## src/design/jgdc_pkg.sv

```systemverilog
package jgdc_pkg;

    // Last representable year; advancing past its final day is refused.
    localparam logic [15:0] YEAR_MAX = 16'd65535;

    localparam logic        MODE_LOAD    = 1'b0;
    localparam logic        MODE_ADVANCE = 1'b1;

    localparam logic [15:0] REFORM_YEAR            = 16'd1582;
    localparam logic [3:0]  REFORM_MONTH           = 4'd10;
    localparam logic [4:0]  REFORM_LAST_JULIAN_DAY = 5'd4;
    localparam logic [4:0]  REFORM_SKIP            = 5'd11;
    localparam logic [4:0]  REFORM_FIRST_DAY       = REFORM_LAST_JULIAN_DAY + REFORM_SKIP;
    localparam logic [4:0]  REFORM_MONTH_LEN       = 5'd21;
    localparam logic [4:0]  FEB_LEAP_LEN           = 5'd29;

    localparam logic [15:0] RESET_YEAR    = 16'd1;
    localparam logic [3:0]  JANUARY       = 4'd1;
    localparam logic [3:0]  FEBRUARY      = 4'd2;
    localparam logic [3:0]  DECEMBER      = 4'd12;
    localparam logic [4:0]  FIRST_DAY     = 5'd1;
    localparam logic [2:0]  SUNDAY        = 3'd0;
    localparam logic [2:0]  SATURDAY      = 3'd6;

    // Divisibility by 25: y*inv(25) mod 2^16 <= floor(65535/25)
    localparam logic [15:0] INV25       = 16'h5C29;
    localparam logic [15:0] DIV25_LIMIT = 16'd2621;

    typedef struct packed {
        logic        mode;
        logic [15:0] load_year;
        logic [3:0]  load_month;
        logic [4:0]  load_day;
        logic [2:0]  load_weekday;
    } item_t;

    typedef struct packed {
        logic [15:0] cur_year;
        logic [3:0]  cur_month;
        logic [4:0]  cur_day;
        logic [2:0]  cur_weekday;
        logic        leap_flag;
        logic [4:0]  month_length;
        logic        overflow_flag;
    } result_t;

    // Days in a month, ignoring the reform month.
    function automatic logic [4:0] month_days(input logic [3:0] month, input logic leap);
        logic [4:0] len;
        begin
            case (month)
                4'd1:    len = 5'd31;
                4'd2:    len = leap ? FEB_LEAP_LEN : 5'd28;
                4'd3:    len = 5'd31;
                4'd4:    len = 5'd30;
                4'd5:    len = 5'd31;
                4'd6:    len = 5'd30;
                4'd7:    len = 5'd31;
                4'd8:    len = 5'd31;
                4'd9:    len = 5'd30;
                4'd10:   len = 5'd31;
                4'd11:   len = 5'd30;
                4'd12:   len = 5'd31;
                default: len = 5'd31;
            endcase
            return len;
        end
    endfunction

    // Julian rule before the reform year, Gregorian from it on.
    // div100 = div4 & div25, div400 = div16 & div25.
    function automatic logic leap_rule(input logic [15:0] year, input logic div25);
        logic div4;
        logic div16;
        begin
            div4  = (year[1:0] == 2'd0);
            div16 = (year[3:0] == 4'd0);
            if (year < REFORM_YEAR)
                return div4;
            return (div4 && !div25) || (div16 && div25);
        end
    endfunction

endpackage

```

## src/design/julian_gregorian_date_counter.sv

```systemverilog
// Calendar date counter (Julian before 1582, Gregorian from 1582, with the
// 1582-10-04 -> 1582-10-15 jump). Each accepted item either loads date and
// weekday (mode 0; year and month are clamped, a zero day becomes 1 and a
// weekday above 6 becomes Sunday) or advances one day (mode 1), and produces
// exactly one result describing the date now held. An item passes an input
// register, then one pass of next-day logic that updates the date state and
// the result register together. One item per cycle is sustained while the
// result side takes transfers; the leap test of the new year (one 16x16
// modular multiply and compare) is the longest path. After reset the date is
// 0001-01-01, Saturday. YEAR_MAX sets the last year: loads above it clamp to
// it, and advancing past its 31 December is refused with the overflow flag set.
module julian_gregorian_date_counter #(
    parameter logic [15:0] YEAR_MAX = jgdc_pkg::YEAR_MAX
) (
    input  logic              clk,
    input  logic              rst_n,
    input  logic              item_valid,
    output logic              item_stall,
    input  jgdc_pkg::item_t   item,
    output logic              result_valid,
    input  logic              result_stall,
    output jgdc_pkg::result_t result
);

    // Pipeline control
    logic              in_valid_reg;
    jgdc_pkg::item_t   in_reg;
    logic              out_valid_reg;
    jgdc_pkg::result_t out_reg;
    logic              advance;     // stage 2 may move on
    logic              take_in;

    // Date state; leap_reg tracks the leap status of year_reg
    logic [15:0] year_reg,    year_next;
    logic [3:0]  month_reg,   month_next;
    logic [4:0]  day_reg,     day_next;
    logic [2:0]  weekday_reg, weekday_next;
    logic        leap_reg,    leap_next;
    logic        overflow;

    logic [2:0]  weekday_inc;
    logic [4:0]  cur_len;
    logic [5:0]  day_inc;
    logic        reform_jump;
    logic [15:0] year_scaled;
    logic        div25;
    logic [4:0]  len_next;

    assign advance    = !out_valid_reg || !result_stall;
    assign take_in    = !in_valid_reg || advance;
    assign item_stall = !take_in;

    // Input register
    always_ff @(posedge clk or negedge rst_n)
    begin
        if (!rst_n)
            in_valid_reg <= 1'b0;
        else if (take_in)
            in_valid_reg <= item_valid;
    end

    always_ff @(posedge clk)
    begin
        if (take_in && item_valid)
            in_reg <= item;
    end

    // Next-day logic
    assign weekday_inc = (weekday_reg == jgdc_pkg::SATURDAY) ? jgdc_pkg::SUNDAY
                                                               : weekday_reg + 3'd1;
    assign cur_len     = jgdc_pkg::month_days(month_reg, leap_reg);
    assign day_inc     = {1'b0, day_reg} + 6'd1;
    assign reform_jump = (year_reg == jgdc_pkg::REFORM_YEAR) &&
                         (month_reg == jgdc_pkg::REFORM_MONTH) &&
                         (day_reg == jgdc_pkg::REFORM_LAST_JULIAN_DAY);

    always_comb
    begin
        year_next    = year_reg;
        month_next   = month_reg;
        day_next     = day_reg;
        weekday_next = weekday_reg;
        overflow     = 1'b0;
        if (in_reg.mode == jgdc_pkg::MODE_LOAD)
        begin
            // clamp loaded year and month into range; replace a zero day and a weekday above Saturday
            year_next    = (in_reg.load_year == 16'd0) ? 16'd1 : in_reg.load_year;
            if (year_next > YEAR_MAX)
                year_next = YEAR_MAX;
            month_next   = (in_reg.load_month == 4'd0) ? jgdc_pkg::JANUARY :
                           (in_reg.load_month > jgdc_pkg::DECEMBER) ? jgdc_pkg::DECEMBER :
                           in_reg.load_month;
            day_next     = (in_reg.load_day == 5'd0) ? jgdc_pkg::FIRST_DAY : in_reg.load_day;
            weekday_next = (in_reg.load_weekday > jgdc_pkg::SATURDAY) ? jgdc_pkg::SUNDAY
                                                                      : in_reg.load_weekday;
        end
        else if (reform_jump)
        begin
            day_next     = jgdc_pkg::REFORM_FIRST_DAY;
            weekday_next = weekday_inc;
        end
        else if (day_inc > {1'b0, cur_len})
        begin
            if (month_reg >= jgdc_pkg::DECEMBER)
            begin
                if (year_reg >= YEAR_MAX)
                    overflow = 1'b1;
                else
                begin
                    year_next    = year_reg + 16'd1;
                    month_next   = jgdc_pkg::JANUARY;
                    day_next     = jgdc_pkg::FIRST_DAY;
                    weekday_next = weekday_inc;
                end
            end
            else
            begin
                month_next   = month_reg + 4'd1;
                day_next     = jgdc_pkg::FIRST_DAY;
                weekday_next = weekday_inc;
            end
        end
        else
        begin
            day_next     = day_inc[4:0];
            weekday_next = weekday_inc;
        end
    end

    // Leap status of the new year; divisibility by 25 via modular inverse
    assign year_scaled = 16'(year_next * jgdc_pkg::INV25);
    assign div25       = (year_scaled <= jgdc_pkg::DIV25_LIMIT);
    assign leap_next   = jgdc_pkg::leap_rule(year_next, div25);
    assign len_next    = ((year_next == jgdc_pkg::REFORM_YEAR) &&
                          (month_next == jgdc_pkg::REFORM_MONTH)) ?
                         jgdc_pkg::REFORM_MONTH_LEN :
                         jgdc_pkg::month_days(month_next, leap_next);

    // State and result register update on each processed item
    always_ff @(posedge clk or negedge rst_n)
    begin
        if (!rst_n)
        begin
            year_reg      <= jgdc_pkg::RESET_YEAR;
            month_reg     <= jgdc_pkg::JANUARY;
            day_reg       <= jgdc_pkg::FIRST_DAY;
            weekday_reg   <= jgdc_pkg::SATURDAY;
            leap_reg      <= 1'b0;
            out_valid_reg <= 1'b0;
        end
        else if (advance)
        begin
            out_valid_reg <= in_valid_reg;
            if (in_valid_reg)
            begin
                year_reg    <= year_next;
                month_reg   <= month_next;
                day_reg     <= day_next;
                weekday_reg <= weekday_next;
                leap_reg    <= leap_next;
            end
        end
    end

    always_ff @(posedge clk)
    begin
        if (advance && in_valid_reg)
        begin
            out_reg.cur_year      <= year_next;
            out_reg.cur_month     <= month_next;
            out_reg.cur_day       <= day_next;
            out_reg.cur_weekday   <= weekday_next;
            out_reg.leap_flag     <= leap_next;
            out_reg.month_length  <= len_next;
            out_reg.overflow_flag <= overflow;
        end
    end

    assign result_valid = out_valid_reg;
    assign result       = out_reg;

`ifndef SYNTHESIS
    // overflow only ever reported at the very last date
    a_overflow_at_top: assert property (@(posedge clk) disable iff (!rst_n)
        (result_valid && result.overflow_flag) |->
            (result.cur_year == YEAR_MAX && result.cur_month == jgdc_pkg::DECEMBER))
        else $error("overflow reported below the last date");

    // held date fields always lie in range; the day is only checked to be nonzero
    a_state_range: assert property (@(posedge clk) disable iff (!rst_n)
        (month_reg != 4'd0) && (month_reg <= jgdc_pkg::DECEMBER) &&
        (day_reg != 5'd0) && (weekday_reg <= jgdc_pkg::SATURDAY) && (year_reg != 16'd0))
        else $error("date state out of range");

    // a 29-day month is February of a leap year
    a_leap_feb: assert property (@(posedge clk) disable iff (!rst_n)
        (result_valid && result.month_length == jgdc_pkg::FEB_LEAP_LEN) |->
            (result.leap_flag && result.cur_month == jgdc_pkg::FEBRUARY))
        else $error("29-day month outside leap February");

    // a processed item updates the result register and the state alike
    a_result_tracks_state: assert property (@(posedge clk) disable iff (!rst_n)
        (advance && in_valid_reg) |=>
            (result.cur_year == year_reg && result.cur_day == day_reg &&
             result.leap_flag == leap_reg))
        else $error("result and date state disagree");
`endif

endmodule
```

## config.mk

```make
export PLATFORM = sky130hd
export DESIGN_NAME = julian_gregorian_date_counter
export DESIGN_NICKNAME = d
export VERILOG_FILES = /design/src/design/jgdc_pkg.sv /design/src/design/julian_gregorian_date_counter.sv
export SDC_FILE = /design/constraint.sdc
export NUM_CORES = 1
export LEC_CHECK = 0
export ABC_CLOCK_PERIOD_IN_PS = 9000
export BUFFER_PORTS_ARGS = -buffer_cell sky130_fd_sc_hd__buf_2
export CORE_ASPECT_RATIO = 1.1
export CORE_MARGIN = 10
export CORE_UTILIZATION = 43
export DETAILED_ROUTE_END_ITERATION = 8
export PLACE_DENSITY = 0.59
export SYNTH_ARGS = -nofsm -noshare
export SYNTH_HDL_FRONTEND = slang
export SYNTH_SLANG_ARGS = --single-unit
```

## constraint.sdc

```tcl
create_clock -name clk -period 9 [get_ports clk]
set_input_delay 0.9 -clock clk [delete_from_list [all_inputs] [get_ports clk]]
set_output_delay 0.9 -clock clk [all_outputs]
set_load 0.05 [all_outputs]
```

==> metrics, run 1 <==
H-Tree Depth 3; Setup WS pre-CTS 0.7757 ns; total length of routed met3 wires 801 um; Ys Warns 0; Synth Register Bits between 90 and 100; CTS Buf Count 9; CP Launch Type flop; port buffer count between 60 and 70; Remaining Overflow, GRT 0; R2R Setup Slk around 0.72 ns; initial core utilization between 40% and 50%; CTS tree built; Max Freq 120.8 MHz; TNS Setup 0 ns; hold bufs inserted after CTS 0; cell family with most CP delay compound AO/OA/AOI/OAI gates; critical path arrival about 8.4 ns; Finished Core Util 48.80%; EDFF count, synth between 60 and 70; Clock transition at path regs 0.06 ns; Rel. slew slack about 27%; Chip Width 137.3 um; critical path fanouts, max 12; CP most frequent cell ha_1; postcts setup bufs 0; min Tclk post-route roughly 8.3 ns; routed length per instance around 19 um; final hold viol count 0; period utilization approximately nine tenths; vias approximately 4,900; slack of the critical path slightly above 0.7 ns; Buf/Inv on CP 3; n_diodes 0; via/cell ratio between 5 and 6; drt pass-1 iters 5; Syn Inst Count between 600 and 700; post-route antenna net violation count 0; clk sink count a little over 90; Crit Path Category reg2reg; met2 wire length 8211 um; largest net degree at the start of global routing 50; Netlist cell types 73; Seq/Total Area, Yosys about two fifths; ys async rst share about a third; RSZ-0062 raised after global routing false; Finished Layout Cells about 900; peak supply drop between 0.0003 and 0.0004 V; DRC 0; clk_skew approximately 0.0090 ns; Area after DPL about 7000 um^2; P per Cell Area about 360 nW/um^2; Hold Crit Class reg2reg; num ports 70; vias in the first global route 5,059; Primary FF master, synth edfxtp_1; Slowest cell on crit path a211oi_2; Pins Over Slew Limit 0; clk buf depth 2; max incr delay on CP 0.64 ns; routed length on met1 roughly 7400 um; Syn Std Cell Area roughly 6500 um^2; die area between 20,000 and 25,000 um^2; first-pass GRT wire length between 20,000 and 30,000 um; final instance area about 7300 um^2; Root Buffer clkbuf_16; clock latency on the worst-skew pair between 0.3 and 0.4 ns; worst slew pin tran 1.097 ns; Total Wirelength roughly 17,000 um; # rows 47; placed cells approximately 860; layout net count approximately 790; max reg flops 33; Final setup viols 0; core footprint 14,940 um^2; dpl hpwl between 10,000 and 15,000 um; Area Growth Syn to Fin 11.93%; outcome finished, final reports clean; FF/Latch Area 2644 um^2; die height approximately 150 um; top layer in use met4; number of DRC markers in iteration 0 about 370; antenna violations before repair 0; Critical Path Sink Type flop; area of the multi-input gates approximately 3500 um^2; number of max-cap violations 0; mean area per synthesized cell ~11 um^2; all-layer global routing usage between 15 and 20%; layout cell share with drive strength beyond 1 18.11%; CTS resizes 0; Critical Path RT 9.09 ns; gpl congestion slightly below 0.9; fillcell total between 1,000 and 1,500; Lkg Pwr a little over 3 nW
==> path summary, 6_finish.rpt <==
check / startpoint / end / cells after the start
worst max-delay path: month_reg[0] / result[1] / 30
worst min-delay path: in_valid_reg / result_valid / 1
worst max register to register: month_reg[0] / result[1] / 30
worst min register to register: in_valid_reg / result_valid / 1
max in group asynchronous: rst_n / year_reg[4] / 1
min in group asynchronous: rst_n / day_reg[2] / 1
==> report_power, final <==
group | switching [W] | internal, W
Combinational | 0.000896 | 0.000697
Clock | 0.000165 | 0.000215
Sequential | 0.0000960 | 0.000545
==> kinds of logic after synthesis <==
kind of cell / synth area share (%)
simple gates: 16.08
compound gates: 12.81
flops: 40.60
buf+inv: 5.399
fa+ha+maj: 18.41
xor+xnor: 3.573
mux: 3.074
other cells: 0.05758
==> stage by stage <==
stage | hold WS, ns | power, W
after global routing | 0.5299 | 0.002867
after CTS | 0.5024 | 0.002646
after detailed placement | 0.4807 | 0.002249
final | 0.4941 | 0.002614
after global placement | 0.4826 | 0.002221
after floorplan | 0.4391 | 0.001915
==> per-layer routing <==
metal	vias up	global-route usage [%]
met5	-	0
met3	17	2.763
met2	118	27.22
li1	2361	-
met4	0	6.276
met1	2438	22.01
==> synthesized netlist by cell type, types with 4 or more instances <==
| cell type | count | area, um^2 |
|---|---|---|
| and3_1 | 5 | 31.28 |
| nand3_1 | 18 | 90.09 |
| and4_1 | 5 | 43.79 |
| nor2_1 | 35 | 131.4 |
| nand4b_1 | 4 | 35.03 |
| edfxtp_1 | 62 | 1862 |
| a31oi_1 | 11 | 68.82 |
| mux2_2 | 16 | 180.2 |
| inv_1 | 54 | 202.7 |
| nor2b_1 | 14 | 87.58 |
| nand2_1 | 47 | 176.4 |
| o211ai_1 | 4 | 30.03 |
| a311o_1 | 7 | 70.07 |
| clkbuf_1 | 16 | 60.06 |
| ha_1 | 67 | 838.3 |
| buf_2 | 6 | 30.03 |
| nor3_1 | 19 | 95.09 |
| dfstp_2 | 5 | 131.4 |
| fa_1 | 18 | 360.4 |
| o21ai_0 | 26 | 130.1 |
| a21o_1 | 8 | 60.06 |
| nand2b_1 | 6 | 37.54 |
| dfrtp_1 | 26 | 650.6 |
| xor2_1 | 8 | 70.07 |
| a21oi_1 | 19 | 95.09 |
| and2_1 | 7 | 43.79 |
| nand4_1 | 9 | 56.30 |
| a311oi_1 | 4 | 35.03 |
| nor4_1 | 11 | 68.82 |
| xnor2_1 | 16 | 140.1 |
==> area by class of cell <==
cell class / count / share of cell area [%]
clock buffer: 10 / 3.141
clock inverter: 6 / 0.8582
inverter: 57 / 2.935
multi-input combinational: 441 / 48.32
sequential: 93 / 36.27
tap: 196 / 3.364
timing repair buffer: 72 / 5.115
==> worst register-to-register path: cells and delay by family, from the launching register on <==
family / cells / cell delay (ns)
XOR/XNOR: 1 / 0.08
buffers and inverters: 3 / 0.52
flip-flops: 1 / 0.58
adder cells (fa/ha/maj): 9 / 2.65
AO/OA/AOI/OAI: 12 / 3.13
AND/OR/NAND/NOR: 5 / 1.06
==> layout by cell type, fill, tap and decap left out, types with 14 or more instances in the layout <==
master and count:
nand2_1 47, ha_1 67, mux2_2 16, nand3_1 18, nor2b_1 14, buf_2 67
edfxtp_1 62, dfrtp_1 26, fa_1 18, inv_1 54, a21oi_1 19, o21ai_0 26
xnor2_1 16, nor2_1 35, nor3_1 19
Note: power is estimated with default switching activity, not from simulation.
==> run 2: changes to the inputs <==
BUFFER_PORTS_ARGS = unset   (was -buffer_cell sky130_fd_sc_hd__buf_2)
DONT_BUFFER_PORTS = 1   (was unset)
PLACE_DENSITY = 0.56   (was 0.59)
REMOVE_ABC_BUFFERS = 1   (was unset)
==> run 2 against run 1 <==
Compared with the run above: clock skew increased by 0.00069 ns; sequential power grew 13%; flip-flop and latch count stayed put; non-clock buffer count decreased by 65; setup slack improved by 0.057 ns; critical path type unchanged; critical endpoint unchanged; largest power group unchanged.
==> metrics, run 2 (same netlist as run 1, synthesis figures left out) <==
outcome finished, final reports clean; H-Tree Depth 3 (unchanged); Root Buffer clkbuf_16; critical path arrival 8.31 ns (-0.06 ns); n_diodes 0 (unchanged); CP most frequent cell ha_1; Crit Path Category reg2reg; Slowest cell on crit path o21ai_0; combinational share of power 57.2% (-3.7 points); period utilization 91.34% (-0.63 points); num ports 70 (unchanged); Sw Share 44.94% (+0.69 points); most common cell after layout, fill and taps aside ha_1; die area 20,470 um^2 (unchanged); Clock Power Share 15.4% (+0.9 points); final instance area 6993 um^2 (-4.1%); clk buf depth 2 (unchanged); R2R Setup Slk 0.78 ns (+0.06 ns); Final setup viols 0 (unchanged); P_sw 0.001184 W (+2.4%); RSZ-0062 raised after global routing false; Critical Path RT 9.09 ns (about the same); postcts setup bufs 0 (unchanged); Clock transition at path regs 0.07 ns (about the same); worst slew pin tran 0.9317 ns (-0.1658 ns); initial core utilization 43.60% (unchanged); CTS resizes 0 (unchanged); clk_skew 0.009695 ns (+0.0006886 ns); clock latency on the worst-skew pair 0.36 ns (about the same); # rows 47 (unchanged); TNS Setup 0 ns (unchanged); die height 149.1 um (unchanged); Remaining Overflow, GRT 0 (unchanged); final hold viol count 0 (unchanged); critical path fanouts, max 12 (unchanged); min Tclk post-route 8.220 ns (-0.05670 ns); layout cell share with drive strength beyond 1 9.772% (-8.3 points); dpl hpwl 12,940 um (+1.1%); via/cell ratio 5.821 (+3.2%); routed length per instance 20.79 um (+8.7%); peak supply drop 0.0002732 V (-9.5%); first-pass GRT wire length 26,520 um (-1.8%); Internal 0.001451 W (-0.42%); gpl congestion 0.9154 (+3.0%); all-layer global routing usage 16.82% (about the same); Chip Width 137.3 um (unchanged); Total Wirelength 16,840 um (+0.65%); max reg flops 33 (unchanged); Pins Over Slew Limit 0 (unchanged); CTS Buf Count 9 (unchanged); Max Freq 121.6 MHz (+0.69%); DRC 0 (unchanged); CP Launch Type flop; vias 4,715 (-4.4%); port buffer count 0 (-100%); largest net degree at the start of global routing 32 (-36%); CTS tree built; post-route antenna net violation count 0 (unchanged); number of DRC markers in iteration 0 361 (-1.1%); Critical Path Sink Type flop; Area after DPL 6676 um^2 (-4.6%); P per Cell Area 376.9 nW/um^2 (+5.1%); clk sink count 93 (unchanged); Area Growth Syn to Fin 7.378%; number of max-cap violations 0 (unchanged); Lkg Pwr 2.880 nW (-7.6%); Rel. slew slack 37.74% (+11 points); register share of total power 27.4% (+2.9 points); commonest cells after routing, fill and taps aside 67 x ha_1, 62 x edfxtp_1, 54 x inv_1; antenna violations before repair 0 (unchanged); vias in the first global route 4,685 (-7.4%); hold bufs inserted after CTS 0 (unchanged); max incr delay on CP 0.63 ns (about the same); layout net count 727 (-8.2%); drt pass-1 iters 6 (+1); Hold Crit Class in2async; core footprint 14,940 um^2 (unchanged)
[run 2: through the flow]
stage	setup slack, ns	std cells	hold slack (ns)	util, %	total power [W]
after global placement	1.050	794	0.4736	44.70	0.002207
after detailed placement	0.8625	794	0.4814	44.70	0.002241
after global routing	0.2916	810	0.2043	46.82	0.002918
after floorplan	1.645	591	0.4391	-	0.001894
after CTS	0.8250	810	0.2192	46.82	0.002665
final	0.7796	810	0.2326	46.82	0.002636
[run 2: area by class of cell]
class                           instances  area [um^2]
Tap cell                              196        245.2
Inverter                               57        214.0
Clock inverter                          7        91.34
Multi-Input combinational cell        441         3521
Clock buffer                            9        225.2
Sequential cell                        93         2644
Fill cell                            1387         7944
Timing Repair Buffer                    7        52.55
[run 2: power by group through the flow]
stage / combinational, W / sequential (W) / clock, W
2_1_floorplan: 0.00120 / 0.000692 / 0
3_3_place_gp: 0.00148 / 0.000727 / 0
3_5_place_dp: 0.00151 / 0.000730 / 0
4_1_cts: 0.00153 / 0.000722 / 0.000415
5_1_grt: 0.00175 / 0.000736 / 0.000434
6_report: 0.00151 / 0.000723 / 0.000406
[run 2: worst paths after layout]
kind / start / end / cells after the start
worst max-delay path: month_reg[0] / result[1] / 31
worst min-delay path: rst_n / day_reg[1] / 0
worst max register to register: month_reg[0] / result[1] / 31
worst min register to register: in_valid_reg / result_valid / 1
max in group asynchronous: rst_n / month_reg[0] / 0
min in group clk: in_valid_reg / result_valid / 1
[run 2: per-layer routing]
metal | part of all wire [%] | GRT usage (%)
met5 | 0 | 0
met4 | 3.1 | 7.120
met3 | 5.1 | 4.279
met2 | 49 | 27.36
met1 | 43 | 20.66
[run 2: worst max-delay path: cells and delay by family, from the launching register on]
family | cells | cell delay, ns
compound gates | 12 | 2.74
xor+xnor | 1 | 0.08
fa+ha+maj | 9 | 2.72
buf+inv | 4 | 0.78
flops | 1 | 0.58
simple gates | 5 | 1.03
==> run 3: changes to the inputs <==
ABC_CLOCK_PERIOD_IN_PS = 10600   (was 9000)
CAP_MARGIN = 40   (was unset)
HOLD_SLACK_MARGIN = 0.1   (was unset)
clock period = 10.6 ns   (was 9 ns; I/O delays follow)
==> run 3 against run 2 <==
Compared with the run above: count of clock-buffer cells in the layout unchanged; die area is the same; core utilization is 0.19 points higher; clock power fell by 16%; final area grew 0.41%; combinational power decreased by 16%; cell count did not move; clock skew decreased by 0.0034 ns; critical path type unchanged; highest routed layer unchanged.
==> metrics, run 3 (same netlist as run 1, synthesis figures left out) <==
die area 20,470 um^2 (unchanged); vias 4,636 (-1.7%); register share of total power 27.5% (about the same); # rows 47 (unchanged); min Tclk post-route 8.563 ns (+0.3428 ns); commonest cells after routing, fill and taps aside 67 x ha_1, 62 x edfxtp_1, 54 x inv_1; Root Buffer clkbuf_16; placed cells 794 (unchanged); CTS resizes 0 (unchanged); max reg flops 33 (unchanged); postcts setup bufs 0 (unchanged); critical path arrival 8.66 ns (+0.35 ns); Sw Share 44.39% (-0.55 points); Area Growth Syn to Fin 7.819%; routed length per instance 20.21 um (-2.8%); total length of routed met3 wires 835 um (-2.3%); worst slew pin tran 0.9850 ns (+0.05329 ns); layout cell share with drive strength beyond 1 9.772% (unchanged); CP most frequent cell ha_1; num ports 70 (unchanged); Pins Over Slew Limit 0 (unchanged); die height 149.1 um (unchanged); hold bufs inserted after CTS 0 (unchanged); Clock transition at path regs 0.07 ns (about the same); DRC 0 (unchanged); n_diodes 0 (unchanged); most common cell after layout, fill and taps aside ha_1; Buf/Inv on CP 2 (-2); Clock Power Share 15.4% (about the same); CTS tree built; final instance area 7022 um^2 (+0.41%); Chip Width 137.3 um (unchanged); FF-to-FF path depth 29 (-6.5%); total power draw 0.002218 W (-16%); Slowest cell on crit path o21ai_0; clk_skew 0.006313 ns (-0.003382 ns); core footprint 14,940 um^2 (unchanged); via/cell ratio 5.723 (-1.7%); CP Launch Type flop; clk buf depth 2 (unchanged); Total Wirelength 16,370 um (-2.8%); stages on the worst setup path 29 (-6.5%); Lkg Pwr 2.894 nW (+0.48%); crit path to result[1]; gpl congestion 0.8776 (-4.1%); Max Freq 116.8 MHz (-4.0%); Crit Path Category reg2reg; fillcell total 1,405 (+1.3%); final hold viol count 0 (unchanged); H-Tree Depth 3 (unchanged); Setup WS pre-CTS 2.158 ns (+1.296 ns); drt pass-1 iters 5 (-1); slack of the critical path 2.037 ns (+1.257 ns); largest net degree at the start of global routing 49 (+53%); R2R Setup Slk 2.04 ns (+1.26 ns); layout net count 727 (unchanged); cell family with most CP delay compound AO/OA/AOI/OAI gates; Rel. slew slack 33.64% (-4.1 points); peak supply drop 0.0002525 V (-7.6%); Critical Path Sink Type flop; max incr delay on CP 0.77 ns (+0.14 ns); initial core utilization 43.60% (unchanged); period utilization 80.79% (-11 points); Internal 0.001233 W (-15%); Area after DPL 6704 um^2 (+0.41%); critical path fanouts, max 12 (unchanged); Remaining Overflow, GRT 0 (unchanged); combinational share of power 57.1% (about the same); Final setup viols 0 (unchanged); Hold Crit Class in2async; clock latency on the worst-skew pair 0.35 ns (about the same); clk sink count 93 (unchanged); port buffer count 0 (unchanged); all-layer global routing usage 16.35% (-0.47 points); vias in the first global route 4,603 (-1.8%); top layer in use met4; post-route antenna net violation count 0 (unchanged); routed length on met1 7285 um (+0.28%); critical register-to-register path endpoint result[1]; number of max-cap violations 0 (unchanged); Finished Layout Cells 810 (unchanged); P per Cell Area 315.9 nW/um^2 (-16%); first-pass GRT wire length 25,990 um (-2.0%); Critical Path RT 10.69 ns (+1.60 ns); number of DRC markers in iteration 0 334 (-7.5%); TNS Setup 0 ns (unchanged); P_sw 0.0009845 W (-17%); Crit. Startpoint month_reg[0]; antenna violations before repair 0 (unchanged); dpl hpwl 12,720 um (-1.7%); outcome finished, final reports clean; met2 wire length 8040 um (-1.9%); RSZ-0062 raised after global routing false; CTS Buf Count 9 (unchanged); Reg-to-Reg Start month_reg[0]
run 3: cell count changes in the layout (fill, tap and decap cells not counted):
cell        before  now
buf_16           0    1
buf_4            7    5
buf_8            0    1
clkinvlp_4       1    0
inv_6            2    3
run 3: power groups by stage:
| stage | combinational (W) | sequential [W] | clock, W |
|---|---|---|---|
| 5_1_grt | 0.00145 | 0.000623 | 0.000362 |
| 4_1_cts | 0.00129 | 0.000611 | 0.000349 |
| 3_5_place_dp | 0.00128 | 0.000618 | 0 |
| 2_1_floorplan | 0.00102 | 0.000587 | 0 |
| 3_3_place_gp | 0.00125 | 0.000617 | 0 |
| 6_report | 0.00127 | 0.000610 | 0.000341 |
run 3: worst min path at each step:
stage                       startpoint      endpoint  slack (ns)  cells after the start
final                            rst_n    day_reg[1]        0.39                      0
after global placement    in_valid_reg  result_valid        0.47                      1
after detailed placement  in_valid_reg  result_valid        0.49                      1
after floorplan               leap_reg      leap_reg        0.44                      2
after global routing             rst_n   year_reg[6]        0.38                      0
after CTS                        rst_n    day_reg[1]        0.38                      0
run 3: metrics by stage:
stage / util, % / hold WS, ns
CTS: 47.01 / 0.3839
finish: 47.01 / 0.3941
global placement: 44.60 / 0.4743
global route: 47.01 / 0.3793
detailed placement: 44.88 / 0.4916
floorplan: - / 0.4391
run 3: cell type report:
class                           instances  area [um^2]  area share (%)
Multi-Input combinational cell        441         3521           50.14
Sequential cell                        93         2644           37.65
Tap cell                              196        245.2           3.493
Clock buffer                            9        225.2           3.207
Inverter                               57        214.0           3.047
Clock inverter                          7        92.59           1.319
Timing Repair Buffer                    7        80.08           1.140
run 3: per-layer routing:
metal	vias up	global-route usage (%)
met5	-	0
met4	0	4.536
met3	15	3.639
met2	106	26.66
met1	2283	21.29
li1	2232	-
